### src/hdl/rde_pkg.sv
// ---------------------------------------------------------------------------
// rde_pkg - shared definitions for the radix digit emitter
// Widths, radix limits, the digit item type and the character map.
// ---------------------------------------------------------------------------
package rde_pkg;

	localparam int VALUE_WIDTH_DEF = 32;
	localparam int QUEUE_DEPTH_DEF = 4;

	localparam int RADIX_W   = 6;
	localparam int DIGIT_W   = 6;
	localparam int CHAR_W    = 7;
	localparam int QBIT_W    = 3;

	localparam logic [RADIX_W-1:0] RADIX_MIN   = 6'd2;
	localparam logic [RADIX_W-1:0] RADIX_MAX   = 6'd36;
	localparam logic [RADIX_W-1:0] RADIX_RESET = 6'd16;

	localparam logic [CHAR_W-1:0] CHAR_ZERO  = 7'd48;
	localparam logic [CHAR_W-1:0] CHAR_ALPHA = 7'd55;

	typedef struct packed {
		logic [DIGIT_W-1:0] digit;
		logic               last;
	} rde_digit_t;

	typedef enum logic [1:0] {
		FE_IDLE,
		FE_SEARCH,
		FE_DIV,
		FE_LOAD
	} rde_fstate_t;

	// Register values outside the legal range saturate to the nearest limit.
	function automatic logic [RADIX_W-1:0] rde_radix_sat(input logic [RADIX_W-1:0] r);
		logic [RADIX_W-1:0] res;
		priority if (r < RADIX_MIN) begin
			res = RADIX_MIN;
		end else if (r > RADIX_MAX) begin
			res = RADIX_MAX;
		end else begin
			res = r;
		end
		return res;
	endfunction

	// Highest quotient bit a digit of this radix can have.
	function automatic logic [QBIT_W-1:0] rde_qmsb(input logic [RADIX_W-1:0] r);
		logic [QBIT_W-1:0] res;
		priority if (r > 6'd32) begin
			res = 3'd5;
		end else if (r > 6'd16) begin
			res = 3'd4;
		end else if (r > 6'd8) begin
			res = 3'd3;
		end else if (r > 6'd4) begin
			res = 3'd2;
		end else if (r > 6'd2) begin
			res = 3'd1;
		end else begin
			res = 3'd0;
		end
		return res;
	endfunction

	// Digits 0 to 9 map to '0'..'9', 10 and up to 'A'..'Z'.
	function automatic logic [CHAR_W-1:0] rde_char(input logic [DIGIT_W-1:0] d);
		logic [CHAR_W-1:0] res;
		if (d < 6'd10) begin
			res = CHAR_ZERO + CHAR_W'(d);
		end else begin
			res = CHAR_ALPHA + CHAR_W'(d);
		end
		return res;
	endfunction

endpackage

### src/hdl/rde_ram.sv
// ---------------------------------------------------------------------------
// rde_ram - generic single-port-write, single-port-read RAM
// One write and one registered read per cycle.
// ---------------------------------------------------------------------------
module rde_ram #(
	parameter int WIDTH = 32,
	parameter int DEPTH = 32
) (
	input  logic                     clk,
	input  logic                     we,
	input  logic [$clog2(DEPTH)-1:0] waddr,
	input  logic [WIDTH-1:0]         wdata,
	input  logic [$clog2(DEPTH)-1:0] raddr,
	output logic [WIDTH-1:0]         rdata
);

	logic [WIDTH-1:0] mem_q [DEPTH];

	always_ff @(posedge clk) begin
		if (we) begin
			mem_q[waddr] <= wdata;
		end
		rdata <= mem_q[raddr];
	end

endmodule

### src/hdl/rde_front.sv
// ---------------------------------------------------------------------------
// rde_front - item intake, power search and digit extraction
// Finds the highest power of the radix, keeps the powers in a small RAM and
// extracts one digit at a time by restoring division into the digit queue.
// ---------------------------------------------------------------------------
module rde_front import rde_pkg::*; #(
	parameter int VALUE_WIDTH = VALUE_WIDTH_DEF
) (
	input  logic                   clk,
	input  logic                   arst_n,
	input  logic                   start,
	input  logic [VALUE_WIDTH-1:0] value,
	input  logic [RADIX_W-1:0]     radix,
	output logic                   busy,
	output logic                   push,
	output rde_digit_t             push_data,
	input  logic                   full
);

	localparam int AW = $clog2(VALUE_WIDTH);
	localparam int PW = VALUE_WIDTH + RADIX_W;

	rde_fstate_t state_q, state_d;

	logic [VALUE_WIDTH-1:0] rem_q;
	logic [VALUE_WIDTH-1:0] pow_q;
	logic [AW-1:0]          idx_q;
	logic [RADIX_W-1:0]     radix_eff_q;
	logic [QBIT_W-1:0]      qmsb_q;
	logic [QBIT_W-1:0]      bit_q;
	logic [DIGIT_W-1:0]     dig_q;

	logic [PW-1:0]          prod;
	logic [PW-1:0]          shifted;
	logic                   grows;
	logic                   fits;
	logic [DIGIT_W-1:0]     dig_next;
	logic                   step_en;

	logic                   ram_we;
	logic [AW-1:0]          ram_waddr;
	logic [VALUE_WIDTH-1:0] ram_wdata;
	logic [AW-1:0]          ram_raddr;
	logic [VALUE_WIDTH-1:0] ram_rdata;

	assign prod     = PW'(pow_q) * PW'(radix_eff_q);
	assign grows    = prod <= PW'(rem_q);
	assign shifted  = PW'(pow_q) << bit_q;
	assign fits     = PW'(rem_q) >= shifted;
	assign dig_next = dig_q | (DIGIT_W'(fits) << bit_q);
	// The final quotient bit pushes a digit, so it waits for queue room.
	assign step_en  = (bit_q != '0) || !full;
	assign busy     = state_q != FE_IDLE;

	rde_ram #(
		.WIDTH(VALUE_WIDTH),
		.DEPTH(VALUE_WIDTH)
	) u_pow_ram (
		.clk  (clk),
		.we   (ram_we),
		.waddr(ram_waddr),
		.wdata(ram_wdata),
		.raddr(ram_raddr),
		.rdata(ram_rdata)
	);

	always_comb begin
		state_d         = state_q;
		ram_we          = 1'b0;
		ram_waddr       = idx_q + AW'(1);
		ram_wdata       = prod[VALUE_WIDTH-1:0];
		ram_raddr       = idx_q - AW'(1);
		push            = 1'b0;
		push_data.digit = dig_next;
		push_data.last  = idx_q == '0;
		unique case (state_q)
			FE_IDLE: begin
				if (start) begin
					ram_we    = 1'b1;
					ram_waddr = '0;
					ram_wdata = VALUE_WIDTH'(1);
					state_d   = FE_SEARCH;
				end
			end
			FE_SEARCH: begin
				if (grows) begin
					ram_we = 1'b1;
				end else begin
					state_d = FE_DIV;
				end
			end
			FE_DIV: begin
				if (step_en && bit_q == '0) begin
					push = 1'b1;
					if (idx_q == '0) begin
						state_d = FE_IDLE;
					end else begin
						state_d = FE_LOAD;
					end
				end
			end
			FE_LOAD: begin
				state_d = FE_DIV;
			end
			default: begin
				state_d = FE_IDLE;
			end
		endcase
	end

	always_ff @(posedge clk or negedge arst_n) begin
		if (!arst_n) begin
			state_q <= FE_IDLE;
			idx_q   <= '0;
			bit_q   <= '0;
		end else begin
			state_q <= state_d;
			unique case (state_q)
				FE_IDLE: begin
					idx_q <= '0;
				end
				FE_SEARCH: begin
					if (grows) begin
						idx_q <= idx_q + AW'(1);
					end else begin
						bit_q <= qmsb_q;
					end
				end
				FE_DIV: begin
					if (step_en) begin
						if (bit_q != '0) begin
							bit_q <= bit_q - QBIT_W'(1);
						end else if (idx_q != '0) begin
							idx_q <= idx_q - AW'(1);
						end
					end
				end
				FE_LOAD: begin
					bit_q <= qmsb_q;
				end
				default: begin
					bit_q <= '0;
				end
			endcase
		end
	end

	always_ff @(posedge clk) begin
		unique case (state_q)
			FE_IDLE: begin
				if (start) begin
					rem_q       <= value;
					pow_q       <= VALUE_WIDTH'(1);
					radix_eff_q <= rde_radix_sat(radix);
					qmsb_q      <= rde_qmsb(rde_radix_sat(radix));
				end
			end
			FE_SEARCH: begin
				if (grows) begin
					pow_q <= prod[VALUE_WIDTH-1:0];
				end else begin
					dig_q <= '0;
				end
			end
			FE_DIV: begin
				if (step_en) begin
					dig_q <= dig_next;
					if (fits) begin
						rem_q <= rem_q - shifted[VALUE_WIDTH-1:0];
					end
				end
			end
			FE_LOAD: begin
				pow_q <= ram_rdata;
				dig_q <= '0;
			end
			default: begin
				dig_q <= '0;
			end
		endcase
	end

endmodule

### src/hdl/rde_queue.sv
// ---------------------------------------------------------------------------
// rde_queue - short digit queue between front and back
// A small register FIFO of digit items.
// ---------------------------------------------------------------------------
module rde_queue import rde_pkg::*; #(
	parameter int DEPTH = QUEUE_DEPTH_DEF
) (
	input  logic       clk,
	input  logic       arst_n,
	input  logic       push,
	input  rde_digit_t push_data,
	output logic       full,
	input  logic       pop,
	output rde_digit_t pop_data,
	output logic       empty
);

	localparam int PTR_W = $clog2(DEPTH);
	localparam int CNT_W = $clog2(DEPTH + 1);

	rde_digit_t       mem_q [DEPTH];
	logic [PTR_W-1:0] wr_ptr_q;
	logic [PTR_W-1:0] rd_ptr_q;
	logic [CNT_W-1:0] count_q;

	assign full     = count_q == CNT_W'(DEPTH);
	assign empty    = count_q == '0;
	assign pop_data = mem_q[rd_ptr_q];

	always_ff @(posedge clk or negedge arst_n) begin
		if (!arst_n) begin
			wr_ptr_q <= '0;
			rd_ptr_q <= '0;
			count_q  <= '0;
		end else begin
			if (push) begin
				wr_ptr_q <= (wr_ptr_q == PTR_W'(DEPTH - 1)) ? '0 : wr_ptr_q + PTR_W'(1);
			end
			if (pop) begin
				rd_ptr_q <= (rd_ptr_q == PTR_W'(DEPTH - 1)) ? '0 : rd_ptr_q + PTR_W'(1);
			end
			if (push && !pop) begin
				count_q <= count_q + CNT_W'(1);
			end else if (pop && !push) begin
				count_q <= count_q - CNT_W'(1);
			end
		end
	end

	always_ff @(posedge clk) begin
		if (push) begin
			mem_q[wr_ptr_q] <= push_data;
		end
	end

endmodule

### src/hdl/rde_back.sv
// ---------------------------------------------------------------------------
// rde_back - character output stage
// Drains one digit a cycle, maps it to ASCII and drives the result strobe.
// ---------------------------------------------------------------------------
module rde_back import rde_pkg::*; (
	input  logic              clk,
	input  logic              arst_n,
	input  logic              empty,
	output logic              pop,
	input  rde_digit_t        pop_data,
	output logic              strobe,
	output logic [CHAR_W-1:0] digit_char,
	output logic              last
);

	logic              strobe_q;
	logic [CHAR_W-1:0] char_q;
	logic              last_q;

	// The receiver never stalls, so any queued digit leaves at once.
	assign pop        = !empty;
	assign strobe     = strobe_q;
	assign digit_char = char_q;
	assign last       = last_q;

	always_ff @(posedge clk or negedge arst_n) begin
		if (!arst_n) begin
			strobe_q <= 1'b0;
		end else begin
			strobe_q <= pop;
		end
	end

	always_ff @(posedge clk) begin
		if (pop) begin
			char_q <= rde_char(pop_data.digit);
			last_q <= pop_data.last;
		end
	end

endmodule

### src/hdl/radix_digit_emitter_unit.sv
// ---------------------------------------------------------------------------
// radix_digit_emitter_unit - unsigned value to radix-N ASCII characters
// Converts each value to digits in the configured radix, most significant
// first, one character per strobe, with a flag on the final character.
// ---------------------------------------------------------------------------
// Throughput: the front end takes no new item while busy. Its digit
//   extraction finds one quotient bit per cycle, the final bit of each
//   digit waiting while the queue is full.
// Reset: arst_n clears all control state and sets the radix register to 16.
// ---------------------------------------------------------------------------
module radix_digit_emitter_unit import rde_pkg::*; #(
	parameter int VALUE_WIDTH = VALUE_WIDTH_DEF,
	parameter int QUEUE_DEPTH = QUEUE_DEPTH_DEF
) (
	input  logic                   clk,
	input  logic                   arst_n,
	input  logic                   start,
	output logic                   busy,
	input  logic [VALUE_WIDTH-1:0] value,
	input  logic                   cfg_we,
	input  logic [RADIX_W-1:0]     cfg_wdata,
	output logic                   strobe,
	output logic [CHAR_W-1:0]      digit_char,
	output logic                   last
);

	// The radix register. The front end samples and saturates it when an
	// item is accepted, so a value outside 2 to 36 acts as the nearest limit.
	logic [RADIX_W-1:0] radix_q;

	// Digit items flow from the front end through the queue to the back end.
	rde_digit_t push_data;
	rde_digit_t pop_data;
	logic       push;
	logic       pop;
	logic       full;
	logic       empty;

	always_ff @(posedge clk or negedge arst_n) begin
		if (!arst_n) begin
			radix_q <= RADIX_RESET;
		end else if (cfg_we) begin
			radix_q <= cfg_wdata;
		end
	end

	// The front end accepts an item while idle, searches upward for the
	// highest power of the radix that does not exceed the value, storing
	// every power in its RAM, and then walks the powers back down. Each digit
	// is the quotient of the remainder by the current power, found one bit a
	// cycle by restoring subtraction, the last bit waiting for queue room.
	// A zero value needs no search and gives one zero digit, flagged last.
	rde_front #(
		.VALUE_WIDTH(VALUE_WIDTH)
	) u_front (
		.clk      (clk),
		.arst_n   (arst_n),
		.start    (start),
		.value    (value),
		.radix    (radix_q),
		.busy     (busy),
		.push     (push),
		.push_data(push_data),
		.full     (full)
	);

	// The queue lets the front end take the next item while the back end is
	// still sending characters of the previous one.
	rde_queue #(
		.DEPTH(QUEUE_DEPTH)
	) u_queue (
		.clk      (clk),
		.arst_n   (arst_n),
		.push     (push),
		.push_data(push_data),
		.full     (full),
		.pop      (pop),
		.pop_data (pop_data),
		.empty    (empty)
	);

	// The back end registers one character per cycle onto the result ports.
	rde_back u_back (
		.clk       (clk),
		.arst_n    (arst_n),
		.empty     (empty),
		.pop       (pop),
		.pop_data  (pop_data),
		.strobe    (strobe),
		.digit_char(digit_char),
		.last      (last)
	);

endmodule

### config.mk
export PLATFORM = sky130hd
export DESIGN_NAME = radix_digit_emitter_unit
export DESIGN_NICKNAME = d
export VERILOG_FILES = /design/src/hdl/rde_pkg.sv /design/src/hdl/rde_ram.sv /design/src/hdl/rde_front.sv /design/src/hdl/rde_queue.sv /design/src/hdl/rde_back.sv /design/src/hdl/radix_digit_emitter_unit.sv
export SDC_FILE = /design/constraint.sdc
export NUM_CORES = 2
export LEC_CHECK = 0
export BUFFER_PORTS_ARGS = -buffer_cell sky130_fd_sc_hd__buf_2
export CORE_ASPECT_RATIO = 1.75
export CORE_MARGIN = 2
export CORE_UTILIZATION = 60
export DETAILED_ROUTE_END_ITERATION = 8
export GPL_TIMING_DRIVEN = 0
export HOLD_SLACK_MARGIN = 0.12
export PLACE_DENSITY = 0.76
export SYNTH_ARGS = -nofsm -noshare
export SYNTH_HDL_FRONTEND = slang
export SYNTH_SLANG_ARGS = --single-unit
### constraint.sdc
create_clock -name clk -period 19.65 [get_ports clk]
set_input_delay 4.9125 -clock clk [delete_from_list [all_inputs] [get_ports clk]]
set_output_delay 4.9125 -clock clk [all_outputs]
set_load 0.01 [all_outputs]
Yosys cells after proc, flatten, opt, wreduce, memory -nomap -nowiden
Memory sizes are Yosys's and may differ from the RTL's. A register that Yosys moved wholly into a read port is not among the register bits. Cells that the tools add are included.

$add $sub $neg: 10. Multipliers: 1. Divide/modulo/power cells: 0. $lt $le $gt $ge: 10. Equality and inequality tests: 15. Shift-type cells: 2. Mux-type cells: 50. Bitwise operators: 1. Reductions and logical operators: 27.

Operators with widths (number): 32-bit two-way mux (7); 32-bit one-hot mux with 3 select lines (1); 32-bit one-hot mux with 2 select lines (1); 32-bit by 38-bit greater-or-equal comparator with 1-bit output (1); 38-bit by 32-bit <= comparator with 1-bit output (1); 32-bit by 6-bit multiplier with 38-bit output (1); 32-bit by 3-bit << shifter with 38-bit output (1); 6-bit two-way mux (6); 32-bit subtractor (1); 5-bit two-way mux (6); 3-bit two-way mux (7); 6-bit one-hot mux with 3 select lines (1); 5-bit one-hot mux with 3 select lines (1); 6-bit by 6-bit adder with 7-bit output, first input constant (2); 6-bit > comparator, second input constant (2); 2-bit two-way mux (6); 2-bit by 1-bit inequality test with 1-bit output, second input constant (6); 3-bit nonzero test (4); 1-bit two-way mux (10); 3-bit one-hot mux with 3 select lines (1); 3-bit AND reduction (3); 2-bit == test, second input constant (4); 2-bit one-hot mux with 4 select lines (1); 4-bit AND reduction (2); 29 further kinds (40).

Register bits after elaboration: 111. Bits in latches: 0. Bits in writable memories: 1052. Memory bits (read-only): 0. Output and inout port bits: 10. Logic and storage cells: 134. Memories: 2.

Memory list: u_front.u_pow_ram.mem_q (depth 32, width 32, rd ports 1, clocked after Yosys merged registers in 1, wr ports 1, RTL line rde_ram.sv:17) `logic [WIDTH-1:0] mem_q [DEPTH];`; u_queue.mem_q (depth 4, width 7, rd ports 1, clocked after Yosys merged registers in 0, wr ports 1, RTL line rde_queue.sv:21) `rde_digit_t mem_q [DEPTH];`.

Logic depth before layout (Yosys ltp)
Depth after elaboration: 10. Depth in mapped cells: 30.

By module
A second synthesis with hierarchy kept.

Cell total of the unflattened synthesis: 3925. Area total of the unflattened synthesis: 56683.1 sq um.

By module, submodules not included: rde_ram (times used 1, cells each 2260, area each 40492.6 sq um, seq. area each 31390.1 sq um); rde_front (times used 1, cells each 1536, area each 14007.2 sq um, seq. area each 2622.5 sq um); rde_queue (times used 1, cells each 74, area each 1426.4 sq um, seq. area each 1016.0 sq um); rde_back (times used 1, cells each 42, area each 504.2 sq um, seq. area each 265.3 sq um); radix_digit_emitter_unit (times used 1, cells each 13, area each 252.7 sq um, seq. area each 151.4 sq um).

Least setup slack after synthesis
No wires, ideal clock.

Path kind: input port to flip-flop. Start: input start. End: register u_front.rem_q[0], enable pin. Data arrival time: 10059 ps. Data required time: 19056 ps. Path slack: 8997 ps. Cell stages on the path: 2. Path buffers: 0. Cell sequence: nor2_1 a2111oi_0.

Cells in the longest elaborated chain, start to end: 2.

RTL lines: start: declaration (RTL line radix_digit_emitter_unit.sv:17) `input logic start,`; 2-bit inequality test (no source line); 4-bit AND reduction (no source line); end signal: assignment (RTL line rde_front.sv:152) `rem_q <= value;`; end signal: assignment (RTL line rde_front.sv:169) `rem_q <= rem_q - shifted[VALUE_WIDTH-1:0];`; end: declaration (RTL line rde_front.sv:25) `logic [VALUE_WIDTH-1:0] rem_q;`.

Every way passes these cells. A chain may end at the register's enable or synchronous reset.

Worst setup path after layout
Start: register u_front.radix_eff_q[4]. End: memory u_front.u_pow_ram.mem_q[30][22], enable pin.

Cells in the longest elaborated chain, start to end: 6.

RTL lines: start: declaration (RTL line rde_front.sv:28) `logic [RADIX_W-1:0] radix_eff_q;`; start signal: assignment (RTL line rde_front.sv:154) `radix_eff_q <= rde_radix_sat(radix);`; 32-bit by 6-bit multiplier with 38-bit output (RTL line rde_front.sv:46) `assign prod = PW'(pow_q) * PW'(radix_eff_q);`; 38-bit by 32-bit <= comparator with 1-bit output (RTL line rde_front.sv:47) `assign grows = prod <= PW'(rem_q);`; 1-bit two-way mux (RTL line rde_front.sv:86) `if (grows) begin`; 1-bit one-hot mux with 2 select lines (RTL line rde_front.sv:76) `unique case (state_q)`; 1-bit two-way mux (RTL line rde_ram.sv:20) `if (we) begin`; 1-bit two-way mux (not written as such) (RTL line rde_ram.sv:21) `mem_q[waddr] <= wdata;`; end: declaration (RTL line rde_ram.sv:17).

Every way passes these cells.

==> results.json <==
{
  "slew_violations": 3,
  "synth_top_area_share_pct": 61.1,
  "drt_iter0_markers": 3398,
  "ys_types": 84,
  "cts_resized": 0,
  "cts_tree": "yes",
  "start_kind": "flip-flop",
  "grt-ovfl-total": 0,
  "syn_avg_cell_area_um2": 17.2,
  "vias_per_cell": 6.81,
  "ant_nets": 0,
  "clkSinkCount": 1195,
  "wl_per_cell_um": 34.3,
  "initial_core_util_pct": 60.3,
  "cp.buffers_inverters": 6,
  "post-route-util_pct": 67.4,
  "synth.area.top_cells": "edfxtp_1, mux4_2, fa_1",
  "port_buffers": 50,
  "synthTopCellsByCount": "edfxtp_1, mux4_2, inv_1",
  "crit_arrival_ns": 13.81,
  "routed-wl-met2_um": 87800,
  "critPathTopFamily": "simple AND/OR/NAND/NOR gates",
  "outcome": "finished with violations",
  "synth_cells": 3247,
  "antenna_found_initial": 8,
  "grt_max_degree": 33,
  "reg2reg_depth": 31,
  "cp_max_fo": 10,
  "whs_endpoint": "u_queue.count_q[1]",
  "yosysMostFrequentCell": "edfxtp_1",
  "wl_met1_um": 47900,
  "holdCritStartpoint": "u_queue.count_q[1]",
  "regToRegSetupSlack_ns": 6.24,
  "firstDrtPassIters": 6,
  "gp_congestion": 1.00,
  "drive_above_1_share_pct": 22.5,
  "critPathCaptureType": "flip-flop",
  "synth-edff-count": 1139,
  "fin_crit_sh_pct": 68.3,
  "synth_ff_type": "edfxtp_1",
  "num_vias": 32769,
  "cts_buffer_depth": 3,
  "postCtsSetupRepairBufs": 0,
  "ys_seq_area_share_pct": 63.3,
  "path_clk_slew_ns": 0.06,
  "synth_fp_nets": 3541,
  "ctsHtreeMaxLevel": 3,
  "min_path_type": "flip-flop to flip-flop",
  "worst_pin_slew_ns": 1.62,
  "hpwlAfterDp_um": 118000,
  "grt_pass1_wl_um": 236000,
  "worst-setup-path-type": "flip-flop to flip-flop",
  "worstSkewPairLatency_ns": 0.73,
  "numCtsBuffers": 98,
  "maxCapViolCount": 2,
  "rsz0062_at_grt": "false",
  "wl_met3_um": 12400,
  "nFillCells": 5913,
  "slowest_stage": "nor4_2",
  "cts-root-buf": "clkbuf_16",
  "crit_required_ns": 20.05,
  "cpPeakStageDelay_ns": 1.22,
  "yosys.area.top_type": "edfxtp_1",
  "design.die.area_um2": 95800,
  "violations": "capacitance limit, slew limit",
  "placeableCoreArea_um2": 92800,
  "r2r_start": "u_front.radix_eff_q[4]",
  "finalCriticalPeriod_ns": 13.41,
  "io_pins": 52,
  "fin_setup_tns_ns": 0,
  "die_y_um": 408,
  "r2r_end": "u_front.u_pow_ram.mem_q[30][22]",
  "min_path_cells": 1,
  "async_flop_share_pct": 2.01,
  "area_delta_synth_final_pct": 11.8,
  "max_slew_margin_pct": -10.8,
  "critPathMostFrequentCell": "buf_4",
  "fin_skew_ns": 0.0503,
  "drc": 0,
  "finalSetupViolations": 0,
  "ys_warn_count": 0,
  "timing.fmax_mhz": 74.6,
  "dieWidth_um": 235,
  "top_layer_used": "met5",
  "core.rowCount": 148,
  "ctsHoldBuffers": 0,
  "hold_viol": 0,
  "grt_usage_pct": 34.9,
  "nets": 3817,
  "syn_area_um2": 56000,
  "ys_ff_latch": 1195,
  "grt_pass1_vias": 34754,
  "finalWirelength_um": 165000
}
==> flip-flops by register name (all words and copies together) (netlist names) <==
name and cells:
u_front.u_pow_ram.mem_q 1024, radix_q 6, u_front.bit_q 3, u_front.idx_q 5, u_front.state_q 2, u_front.u_pow_ram.rdata 32
u_queue.rd_ptr_q 2, u_front.pow_q 32, u_back.last 1, u_front.radix_eff_q 6, u_back.digit_char 7, u_queue.mem_q 28
u_front.qmsb_q 3, u_front.rem_q 32, u_front.dig_q 6, u_queue.wr_ptr_q 2, u_back.strobe 1, u_queue.count_q 3
==> logic make-up after synthesis <==
family / synth area share, %
AOI/OAI and AO/OA: 4.00
muxes: 16.2
xor gates and xnor gates: 1.11
and+or+nand+nor: 5.36
adders and majority gates: 7.27
DFF: 63.3
buffers and inverters: 2.71
==> worst register-to-register path: cells and delay by family (launching register included) <==
kind	cells	cell delay (ns)
AOI/OAI and AO/OA	8	2.59
xor gates and xnor gates	1	0.96
adders and majority gates	5	2.12
buffers and inverters	6	1.86
DFF	1	0.82
and+or+nand+nor	11	4.74
==> cell usage in the layout, fill, tap and decap left out, types with 9 or more instances in the layout <==
cell,instances
inv_1,220
nand4_1,20
nand3_1,31
buf_1,30
xnor2_1,48
dfxtp_1,32
o21ai_0,56
ha_1,130
a21oi_1,82
edfxtp_1,1139
or3_1,9
nor4_2,11
and3_1,12
xor2_1,20
mux4_2,354
nor2b_1,12
buf_4,50
clkbuf_8,23
nor3_1,23
buf_2,53
nor2_1,69
clkinv_1,13
mux2i_1,40
dfrtp_1,23
nand2_1,131
and2_1,191
nor3_2,17
buf_6,59
mux2_2,61
clkbuf_1,136
clkbuf_16,100
o21a_1,18
clkinv_2,12
buf_8,11
a21o_1,39
a211oi_1,11
a22o_1,32
fa_1,122
==> metrics by stage <==
step	hold slack (ns)	cell area [um^2]	worst slack (ns)	cells
after floorplan	0.465	56000	9.00	3247
after global placement	0.479	57700	1.50	4497
after detailed placement	0.500	59300	7.24	4621
after CTS	0.513	62500	7.15	4802
after global routing	0.535	62500	6.18	4809
final	0.514	62500	6.24	4812
==> worst max path at each step <==
| stage | from | to | slack [ns] | depth (start not counted) |
|---|---|---|---|---|
| global placement | u_front.radix_eff_q[5] | u_front.u_pow_ram.mem_q[26][19] | 1.50 | 27 |
| detailed placement | u_front.radix_eff_q[5] | u_front.u_pow_ram.mem_q[30][23] | 7.24 | 31 |
| floorplan | start | u_front.rem_q[0] | 9.00 | 2 |
| finish | u_front.radix_eff_q[4] | u_front.u_pow_ram.mem_q[30][22] | 6.24 | 31 |
| CTS | u_front.radix_eff_q[5] | u_front.u_pow_ram.mem_q[30][18] | 7.15 | 31 |
| global route | u_front.radix_eff_q[4] | u_front.u_pow_ram.mem_q[30][22] | 6.18 | 30 |
==> per-layer routing <==
layer | vias up | track usage, %
met4 | 4 | 29.3
met3 | 753 | 6.73
li1 | 13183 | -
met2 | 2063 | 62.5
met1 | 16766 | 34.5
met5 | - | 0
==> final cells by class <==
cell class                      count  area [um^2]  share of cell area, %
Clock inverter                     39          393                  0.628
Buffer                            157          681                   1.09
Clock buffer                      142         2850                   4.56
Timing Repair Buffer              176         1610                   2.57
Multi-Input combinational cell   1671        19200                   30.7
Tap cell                         1200         1500                   2.40
Sequential cell                  1195        35400                   56.7
Antenna cell                        8         20.0                 0.0320
Inverter                          224          841                   1.34
Power is not shown: default switching activity piles up to over one toggle a cycle in this logic, so the estimate is an artifact.
